===== config.mk =====
export PLATFORM = sky130hd
export DESIGN_NAME = periodic_timer_table_top
export DESIGN_NICKNAME = d
export VERILOG_FILES = /design/src/ptt_pkg.sv /design/src/ptt_store.sv /design/src/periodic_timer_table_top.sv
export SDC_FILE = /design/constraint.sdc
export NUM_CORES = 2
export LEC_CHECK = 0
export BUFFER_PORTS_ARGS = -buffer_cell sky130_fd_sc_hd__buf_2
export CORE_ASPECT_RATIO = 1.5
export CORE_MARGIN = 1
export CORE_UTILIZATION = 55
export CTS_BUF_LIST = sky130_fd_sc_hd__clkbuf_4 sky130_fd_sc_hd__clkbuf_8
export DETAILED_ROUTE_END_ITERATION = 8
export GPL_TIMING_DRIVEN = 1
export PLACE_DENSITY = 0.8
export RECOVER_POWER = 100
export SYNTH_ARGS = -nofsm -noshare
export SYNTH_HDL_FRONTEND = slang
export SYNTH_SLANG_ARGS = --single-unit

===== constraint.sdc =====
create_clock -name clk_i -period 21.8 [get_ports clk_i]
set_clock_uncertainty 0.05 [all_clocks]
set_input_delay 0 -clock clk_i [delete_from_list [all_inputs] [get_ports clk_i]]
set_output_delay 0 -clock clk_i [all_outputs]
set_load 0.02 [all_outputs]

===== src/ptt_pkg.sv =====
// package for the periodic timer table: sizes, codes and item types
`timescale 1ns / 1ps
`default_nettype none
package ptt_pkg;

  // table size and derived widths
  localparam int NumTimers = 16;
  localparam int IdxW      = (NumTimers > 1) ? $clog2(NumTimers) : 1;
  localparam int CntW      = $clog2(NumTimers + 1);

  // command codes
  localparam logic [1:0] CmdAdd   = 2'd0;
  localparam logic [1:0] CmdDel   = 2'd1;
  localparam logic [1:0] CmdClear = 2'd2;
  localparam logic [1:0] CmdTick  = 2'd3;

  // result kinds
  localparam logic [2:0] KindDone     = 3'd0;
  localparam logic [2:0] KindRejected = 3'd1;
  localparam logic [2:0] KindNotFound = 3'd2;
  localparam logic [2:0] KindFired    = 3'd3;
  localparam logic [2:0] KindNoneDue  = 3'd4;

  // input item
  typedef struct packed {
    logic [1:0]  cmd;
    logic [15:0] timer_id;
    logic [31:0] interval_ms;
    logic [31:0] now_ms;
  } ptt_in_t;

  // result item
  typedef struct packed {
    logic [2:0]  kind;
    logic [15:0] fired_id;
    logic        last;
  } ptt_out_t;

  // one table entry
  typedef struct packed {
    logic [15:0] id;
    logic [31:0] period;
    logic [31:0] last_fire;
  } ptt_entry_t;

  // write port of the entry store
  typedef struct packed {
    logic             en;
    logic [IdxW-1:0]  addr;
    ptt_entry_t       data;
  } ptt_wr_t;

endpackage
`default_nettype wire


===== src/ptt_store.sv =====
// entry store of the timer table: one write port, one read port
`timescale 1ns / 1ps
`default_nettype none
module ptt_store import ptt_pkg::*; (
  input  wire logic            clk_i,
  input  wire ptt_wr_t         wr_i,
  input  wire logic [IdxW-1:0] rd_addr_i,
  output ptt_entry_t           rd_data_o
);

  ptt_entry_t entries_q [NumTimers];

  // write one entry
  always_ff @(posedge clk_i) begin
    if (wr_i.en) begin
      entries_q[wr_i.addr] <= wr_i.data;
    end
  end

  // read one entry
  assign rd_data_o = entries_q[rd_addr_i];

endmodule
`default_nettype wire


===== src/periodic_timer_table_top.sv =====
// periodic timer table: command sequencer, shared due-time compare and result register
// add and clear register their result from the exec state; delete searches and shifts;
// a tick visits one entry per cycle by the single subtract-and-compare unit, unless a
// held fired id is stalled; the next item is taken the cycle after the last result
// results leave through an output register, so back pressure only holds the sequencer
// reset empties the table and the output register; entry contents are not cleared
`timescale 1ns / 1ps
`default_nettype none
module periodic_timer_table_top import ptt_pkg::*; (
  input  wire logic     clk_i,
  input  wire logic     rst_ni,
  input  wire logic     in_valid_i,
  output logic          in_stall_o,
  input  wire ptt_in_t  in_data_i,
  output logic          out_valid_o,
  input  wire logic     out_stall_i,
  output ptt_out_t      out_data_o
);

  // sequencer states
  localparam logic [2:0] StIdle   = 3'd0;
  localparam logic [2:0] StExec   = 3'd1;
  localparam logic [2:0] StSearch = 3'd2;
  localparam logic [2:0] StShift  = 3'd3;
  localparam logic [2:0] StScan   = 3'd4;

  logic [2:0]      state_q, state_d;
  logic [CntW-1:0] count_q, count_d;
  logic [CntW-1:0] idx_q, idx_d;
  logic [CntW-1:0] idx_nxt;
  logic            pend_v_q, pend_v_d;
  logic [15:0]     pend_id_q, pend_id_d;
  ptt_in_t         cur_q, cur_d;
  logic            out_valid_q, out_valid_d;
  ptt_out_t        out_q, out_d;

  logic            accept;
  logic            out_free;
  logic            emit;
  ptt_out_t        emit_data;
  ptt_wr_t         wr;
  logic [IdxW-1:0] rd_addr;
  ptt_entry_t      rd_entry;
  logic [31:0]     elapsed;
  logic            due;

  ptt_store u_store (
    .clk_i     (clk_i),
    .wr_i      (wr),
    .rd_addr_i (rd_addr),
    .rd_data_o (rd_entry)
  );

  assign accept   = in_valid_i && !in_stall_o;
  assign out_free = !out_valid_q || !out_stall_i;
  assign idx_nxt  = idx_q + 1'b1;

  // shift reads the entry after the current one
  assign rd_addr = (state_q == StShift) ? idx_nxt[IdxW-1:0] : idx_q[IdxW-1:0];

  // shared due-time unit: wrapping elapsed time against period
  assign elapsed = cur_q.now_ms - rd_entry.last_fire;
  assign due     = (elapsed >= rd_entry.period);

  // sequencer
  always_comb begin
    state_d   = state_q;
    count_d   = count_q;
    idx_d     = idx_q;
    pend_v_d  = pend_v_q;
    pend_id_d = pend_id_q;
    cur_d     = cur_q;
    emit      = 1'b0;
    emit_data = '{kind: KindDone, fired_id: cur_q.timer_id, last: 1'b1};
    wr        = '0;
    case (state_q)
      StIdle: begin
        if (accept) begin
          cur_d   = in_data_i;
          state_d = StExec;
        end
      end
      StExec: begin
        case (cur_q.cmd)
          CmdAdd: begin
            if (out_free) begin
              emit    = 1'b1;
              state_d = StIdle;
              if (cur_q.interval_ms == 32'd0 || count_q == CntW'(NumTimers)) begin
                emit_data.kind = KindRejected;
              end else begin
                wr.en   = 1'b1;
                wr.addr = count_q[IdxW-1:0];
                wr.data = '{id: cur_q.timer_id, period: cur_q.interval_ms,
                            last_fire: cur_q.now_ms};
                count_d = count_q + 1'b1;
              end
            end
          end
          CmdDel: begin
            idx_d   = '0;
            state_d = StSearch;
          end
          CmdClear: begin
            if (out_free) begin
              emit    = 1'b1;
              count_d = '0;
              state_d = StIdle;
            end
          end
          default: begin
            idx_d    = '0;
            pend_v_d = 1'b0;
            state_d  = StScan;
          end
        endcase
      end
      StSearch: begin
        if (idx_q == count_q) begin
          if (out_free) begin
            emit           = 1'b1;
            emit_data.kind = KindNotFound;
            state_d        = StIdle;
          end
        end else if (rd_entry.id == cur_q.timer_id) begin
          state_d = StShift;
        end else begin
          idx_d = idx_nxt;
        end
      end
      StShift: begin
        // move later entries up one place, then drop the tail
        if (idx_nxt < count_q) begin
          wr.en   = 1'b1;
          wr.addr = idx_q[IdxW-1:0];
          wr.data = rd_entry;
          idx_d   = idx_nxt;
        end else if (out_free) begin
          count_d = count_q - 1'b1;
          emit    = 1'b1;
          state_d = StIdle;
        end
      end
      StScan: begin
        // one fired id is held back so the final one can carry last
        if (idx_q == count_q) begin
          if (out_free) begin
            emit    = 1'b1;
            state_d = StIdle;
            if (pend_v_q) begin
              emit_data = '{kind: KindFired, fired_id: pend_id_q, last: 1'b1};
            end else begin
              emit_data = '{kind: KindNoneDue, fired_id: 16'd0, last: 1'b1};
            end
          end
        end else if (due) begin
          if (!pend_v_q || out_free) begin
            if (pend_v_q) begin
              emit      = 1'b1;
              emit_data = '{kind: KindFired, fired_id: pend_id_q, last: 1'b0};
            end
            wr.en     = 1'b1;
            wr.addr   = idx_q[IdxW-1:0];
            wr.data   = '{id: rd_entry.id, period: rd_entry.period,
                          last_fire: cur_q.now_ms};
            pend_v_d  = 1'b1;
            pend_id_d = rd_entry.id;
            idx_d     = idx_nxt;
          end
        end else begin
          idx_d = idx_nxt;
        end
      end
      default: begin
        state_d = StIdle;
      end
    endcase
  end

  // output register
  always_comb begin
    out_valid_d = out_valid_q;
    out_d       = out_q;
    if (emit) begin
      out_valid_d = 1'b1;
      out_d       = emit_data;
    end else if (!out_stall_i) begin
      out_valid_d = 1'b0;
    end
  end

  // control registers
  always_ff @(posedge clk_i or negedge rst_ni) begin
    if (!rst_ni) begin
      state_q     <= StIdle;
      count_q     <= '0;
      idx_q       <= '0;
      pend_v_q    <= 1'b0;
      out_valid_q <= 1'b0;
    end else begin
      state_q     <= state_d;
      count_q     <= count_d;
      idx_q       <= idx_d;
      pend_v_q    <= pend_v_d;
      out_valid_q <= out_valid_d;
    end
  end

  // payload registers
  always_ff @(posedge clk_i) begin
    cur_q     <= cur_d;
    pend_id_q <= pend_id_d;
    out_q     <= out_d;
  end

  assign in_stall_o  = (state_q != StIdle);
  assign out_valid_o = out_valid_q;
  assign out_data_o  = out_q;

endmodule
`default_nettype wire


; ---- Word level (Yosys, flattened, before mapping)
; Memories as Yosys holds them, arrays and structs flattened.
; Index checks and enable logic that the tools add are counted.
[word_totals]
register_bits = 133
latchBits = 0
ram_bits = 1280
mem_bits_ro = 0
output_inout_bits = 22
mem_count = 1
[classes]
add_sub_neg = 4
multipliers = 0
div_mod_pow = 0
order_cmp = 2
n_eq_ne = 28
shifts = 0
muxes = 63
bitwise_logic = 1
reduce_logical = 23
[mem_list]
columns = name, depth, word_bits, read_ports, rd_clocked_by_memory_dff, wr, line_no
row1 = u_store.entries_q, 16, 80, 1, 0, 1, ptt_store.sv:11  ; ptt_entry_t entries_q [NumTimers];
[ops]
columns = operator, n
row1 = $mux W85, 7
row2 = $pmux W85 S3, 1
row3 = $mux W20, 3
row4 = $mux W5, 12
row5 = $mux W19, 3
row6 = $ge A32 B32 Y1, 1
row7 = $logic_not A32 Y1, 1
row8 = $sub A32 B32 Y32, 1
row9 = $ne A2 B2 Y1 const B, 11
row10 = $pmux W5 S2, 2
row11 = $pmux W5 S4, 1
row12 = $mux W1, 19
row13 = $mux W3, 6
row14 = $mux W17, 1
row15 = $eq A16 B16 Y1, 1
row16 = $ne A3 B3 Y1 const B, 5
row17 = $pmux W3 S5, 1
row18 = $reduce_and A7 Y1, 2
row19 = $add A5 B1 Y5 const B, 2
row20 = $pmux W3 S3, 1
row21 = $reduce_and A4 Y1, 2
row22 = $eq A3 B2 Y1 const B, 2
row23 = $pmux W3 S2, 1
row24 = $eq A5 B5 Y1, 1
row25 = 26 further kinds, 34

; ---- Longest topological paths before layout
; An unclocked memory read counts as a cell.
[depth]
word_depth = 10
ltp_mapped = 36
depth_no_buf = 28

; ---- By module
; From an unflattened synthesis, not the netlist that was laid out.
[unflattened]
hier_cells = 2758
hier_area_um2 = 56465.4
[modules_own_cells]
columns = module, n_inst, cells_each, area_each_um2, seq_area_each_um2
row1 = ptt_store, 1, 1974, 47820.9, 38436.9
row2 = periodic_timer_table_top, 1, 784, 8644.5, 3918.8

; ---- Least setup slack after synthesis
; No wires, ideal clock.
[synth_timing]
path_type = register to register
from = register idx_q[0]
to = memory u_store.entries_q[0][0] (netlist name), enable pin
setup_ns = 0.637
arrival_time_ns = 13.421
required_ns = 21.113
path_slack_ns = 7.692
path_stages_with_launch = 33
period_less_slack_ns = 14.108
cell_sequence = dfrtp_1 -> ha_1 -> and4b_1 -> a21o_1 -> buf_2 -> buf_2 -> clkbuf_1 -> clkbuf_1 -> clkbuf_1 -> mux4_2 -> mux4_2 -> inv_1 -> ha_1 -> a21o_1 -> a21o_1 -> a21oi_1 -> o22a_1 -> a31oi_1 -> o31ai_1 -> a21boi_0 -> a211oi_1 -> mux2i_1 -> nand4_1 -> ha_1 -> nand4_1 -> nor3_1 -> nand2_1 -> o221ai_1 -> a21oi_1 -> o31ai_1 -> clkbuf_1 -> o21ai_0 -> a211oi_1
[synth_via]
elab_chain_len = 10
word_cells_on_any_way = 14
cone_classes = add/sub (2) / order compare (2) / eq/ne (1) / mux (8) / memory (1)
[synth_rtl]
columns = element, line_no
row1 = "start, declared", periodic_timer_table_top.sv:29  ; logic [CntW-1:0] idx_q, idx_d;
row2 = "start signal, assigned", periodic_timer_table_top.sv:203  ; idx_q <= idx_d;
row3 = $add A5 B1 Y5, periodic_timer_table_top.sv:56  ; assign idx_nxt = idx_q + 1'b1;
row4 = $mux W4, periodic_timer_table_top.sv:59  ; assign rd_addr = (state_q == StShift) ? idx_nxt[IdxW-1:0] : idx_q[IdxW-1:0];
row5 = $mem_v2 Z16 W80, --
row6 = $sub A32 B32 Y32, periodic_timer_table_top.sv:62  ; assign elapsed = cur_q.now_ms - rd_entry.last_fire;
row7 = $ge A32 B32 Y1, periodic_timer_table_top.sv:63  ; assign due = (elapsed >= rd_entry.period);
row8 = $mux W85, periodic_timer_table_top.sv:156  ; end else if (due) begin
row9 = $mux W85, periodic_timer_table_top.sv:146  ; if (idx_q == count_q) begin
row10 = $pmux W85 S3 (*), periodic_timer_table_top.sv:76  ; case (state_q)
row11 = $mux W1, ptt_store.sv:15  ; if (wr_i.en) begin
row12 = $mux W1 (implied by the code), ptt_store.sv:16  ; entries_q[wr_i.addr] <= wr_i.data;
row13 = "end, declared", ptt_store.sv:11
; Mark *: on every way between the ends. The rest lies on a longest branch, timed or not.

; ---- Final worst setup path
[layout_timing]
from = register idx_q[0]
to = memory u_store.entries_q[3][61] (netlist name), enable pin
; Same word-level chain as after synthesis.

==> impl_metrics.yaml <==
outcome:
  status: "finished with violations"
  violations: "max-capacitance violations, max-slew violations"
sta:
  min_period_ns: 16.91
  setup_viol: 0
  fmax_mhz: 59.2
  hold_violations: 0
  rsz0062_at_grt: "no"
  final_max_slew_viol_count: 422
  fin_crit_sh_pct: 77.6
  setup_tns_ns: 0
  worst_pin_slew_ns: 3.69
  slew_headroom_pct: -146
setup_path:
  cpMaxStageDelayCell: "clkbuf_1"
  max_stage_delay_ns: 2.34
  path_delay_family: "buffers and inverters"
  critPathCaptureType: "flop"
  path_max_fanout: 70
  cp-start-kind: "flop"
  crit_arrival_ns: 17.32
  critPathRequiredTime_ns: 22.21
  crit_buf_inv: 6
  path_class: "reg2reg"
grt:
  grt_pass1_vias: 33013
  grt_pass1_wl_mm: 212
  antenna_found_initial: 4
  grt_max_degree: 128
  grt.overflow.total: 0
  grt_use_total_pct: 27.5
worst_hold_path:
  hp-class: "in2reg"
pwr:
  comb_power_share_pct: 34.1
  pwr-share-seq_pct: 41.1
  p_leak_nw: 22.3
  power.internal_mw: 5.71
  switching_share_pct: 33.7
  irDropWorstVdd_mv: 0.148
  p_sw_mw: 2.90
  pwr-share-clk_pct: 24.7
  powerDensity_mw_per_mm2: 129
place:
  placed_area_mm2: 0.0611
  dp_hpwl_mm: 80.8
  io_buffers: 107
  dp_cells: 4542
  gp_congestion: 0.916
synthesis:
  syn_avg_cell_area_um2: 18.9
  synth_area_mm2: 0.0586
  yosysUniqueCellTypes: 78
  ys.warnings.count: 0
  post-synth-top-area-cell: "edfxtp_1"
  synthTopCellsByCount: "edfxtp_1, mux4_2, nand2_1"
  synth.area.top_cells: "edfxtp_1, mux4_2, mux2i_1"
  synth_seq_cells: 1413
  syn_nets: 3257
  synth.most_common_cell: "edfxtp_1"
  synth-edff-count: 1398
  syn_inst: 3099
  synthArstFlopShare_pct: 1.06
  synth_seq_area_share_pct: 72.3
  ys.flop_type: "edfxtp_1"
  synth_top_area_share_pct: 71.7
cells_and_area:
  nets: 3658
  areaGrowthSynthToFinish_pct: 13.7
  stdcell_count: 5072
  fillerInstances: 7118
  drive_gt1_share_pct: 22.2
  stdcell_area_mm2: 0.0666
detailed_routing:
  wl_mm: 146
  viasPerCell: 6.35
  first_iter_violations: 3787
  dr_total_vias: 32232
  drc: 0
  drtAntennaViolNets: 0
  dr.pass1.iters: 9
  wl_per_cell_um: 28.7
clock_network:
  cts.repair.resized: 0
  cts_tree: "yes"
  path_clk_slew_ns: 0.06
  htreeDepth: 4
  worst_skew_pair.late_latency_ns: 0.93
  cts.sinks: 1413
  clk_path_buf_depth: 3
  cts_root_buf: "clkbuf_8"
  cts_buffers: 193
floorplan:
  placementRows: 146
  die_h_um: 402
  fp.coreArea_mm2: 0.106
  ios: 108
  fp.dieW_um: 268
  start_util_pct: 55.5
  dieArea_mm2: 0.108
job:
  cap_violations: 11
-- registers in the layout, indices dropped and copies added, names as in the netlist --
register / count
count_q: 5
cur_q: 82
idx_q: 5
out_valid_o: 1
out_data_o: 20
u_store.entries_q: 1280
pend_id_q: 16
pend_v_q: 1
state_q: 3
-- layer usage --
layer  GRT usage [%]  share of wire, %  vias up  wire (µm)
li1                -                 -    13459          -
met1            33.0                35    16457      50400
met2            46.3                51     1907      74600
met3            4.90               7.9      409      11500
met4            16.9               6.4        0       9310
met5               0                 0        -          0
-- power groups by stage --
stage                     logic, mW  clock network [mW]  registers, mW
final                          2.94                2.13           3.54
after detailed placement       2.89                   0           3.59
after CTS                      2.93                2.15           3.53
after floorplan                2.03                   0           3.55
after global routing           3.13                2.26           3.55
after global placement         2.83                   0           3.58
-- area by class of cell --
type | count | area (µm²) | share of cell area [%]
diodes | 4 | 10.0 | 0.0150
clock buffers | 242 | 3040 | 4.56
clock inverters | 115 | 1010 | 1.51
inverters | 93 | 349 | 0.524
multi-input cells | 1434 | 15300 | 23.0
flip-flops and latches | 1413 | 42400 | 63.6
well taps | 1406 | 1760 | 2.64
repair buffers | 365 | 2780 | 4.17
-- per-stage QoR --
| stage | power [mW] | setup WS (ns) | hold WS, ns | utilization (%) |
|---|---|---|---|---|
| after global placement | 6.41 | 9.22 | -0.112 | 57.9 |
| after detailed placement | 6.48 | 9.03 | -0.111 | 57.9 |
| after CTS | 8.62 | 8.90 | 0.0797 | 63.3 |
| final | 8.61 | 4.89 | 0.165 | 63.1 |
| after global routing | 8.94 | 4.13 | 0.175 | 63.1 |
| after floorplan | 5.58 | 7.69 | -0.346 | - |
-- placed cells by master, fill, tap and decap left out, types with 47 or more instances in the layout --
cell type | netlist | layout
clkbuf_8 | 0 | 195
o21ai_0 | 72 | 72
edfxtp_1 | 1398 | 1398
nand2_1 | 200 | 200
mux4_2 | 342 | 342
buf_2 | 50 | 79
clkinv_1 | 0 | 51
inv_1 | 93 | 93
clkbuf_4 | 0 | 47
a22o_1 | 70 | 70
dlygate4sd3_1 | 0 | 169
a21oi_1 | 78 | 77
ha_1 | 71 | 71
mux2i_1 | 101 | 101
nor2_1 | 74 | 60
clkbuf_1 | 85 | 67
-- timing repair --
action	in CTS	in global routing
hold buffers	169	0
endpoints found under the hold margin	192	0
buffers inserted	0	0
-- worst min-delay path: stages --
cell and delay (ns):
dlygate4sd3_1 0.53, buf_2 0.13, o21ai_0 0.09, nor2_1 0.18, a31o_2 0.17
-- final timing paths --
check                             start                  endpoint  slack (ns)  cells after the start
max                            idx_q[0]  u_store.entries_q[3][61]        4.89                     32
min                          in_valid_i                state_q[0]        0.16                      5
max reg2reg                    idx_q[0]  u_store.entries_q[3][61]        4.89                     32
min reg2reg                pend_id_q[2]             out_data_o[3]        0.49                      1
max in group asynchronous        rst_ni                  idx_q[0]       20.86                      3
min in group asynchronous        rst_ni                  idx_q[2]        0.27                      3
-- cell families after synthesis --
logic type / Yosys count / synth area share [%]
AO/OA/AOI/OAI: 378 / 4.50
XOR/XNOR: 67 / 1.03
adder cells (fa/ha/maj): 72 / 1.55
buffers and inverters: 252 / 1.85
flip-flops: 1413 / 72.3
multiplexers: 444 / 14.9
AND/OR/NAND/NOR: 473 / 3.84
(Power assumes the default switching activity.)
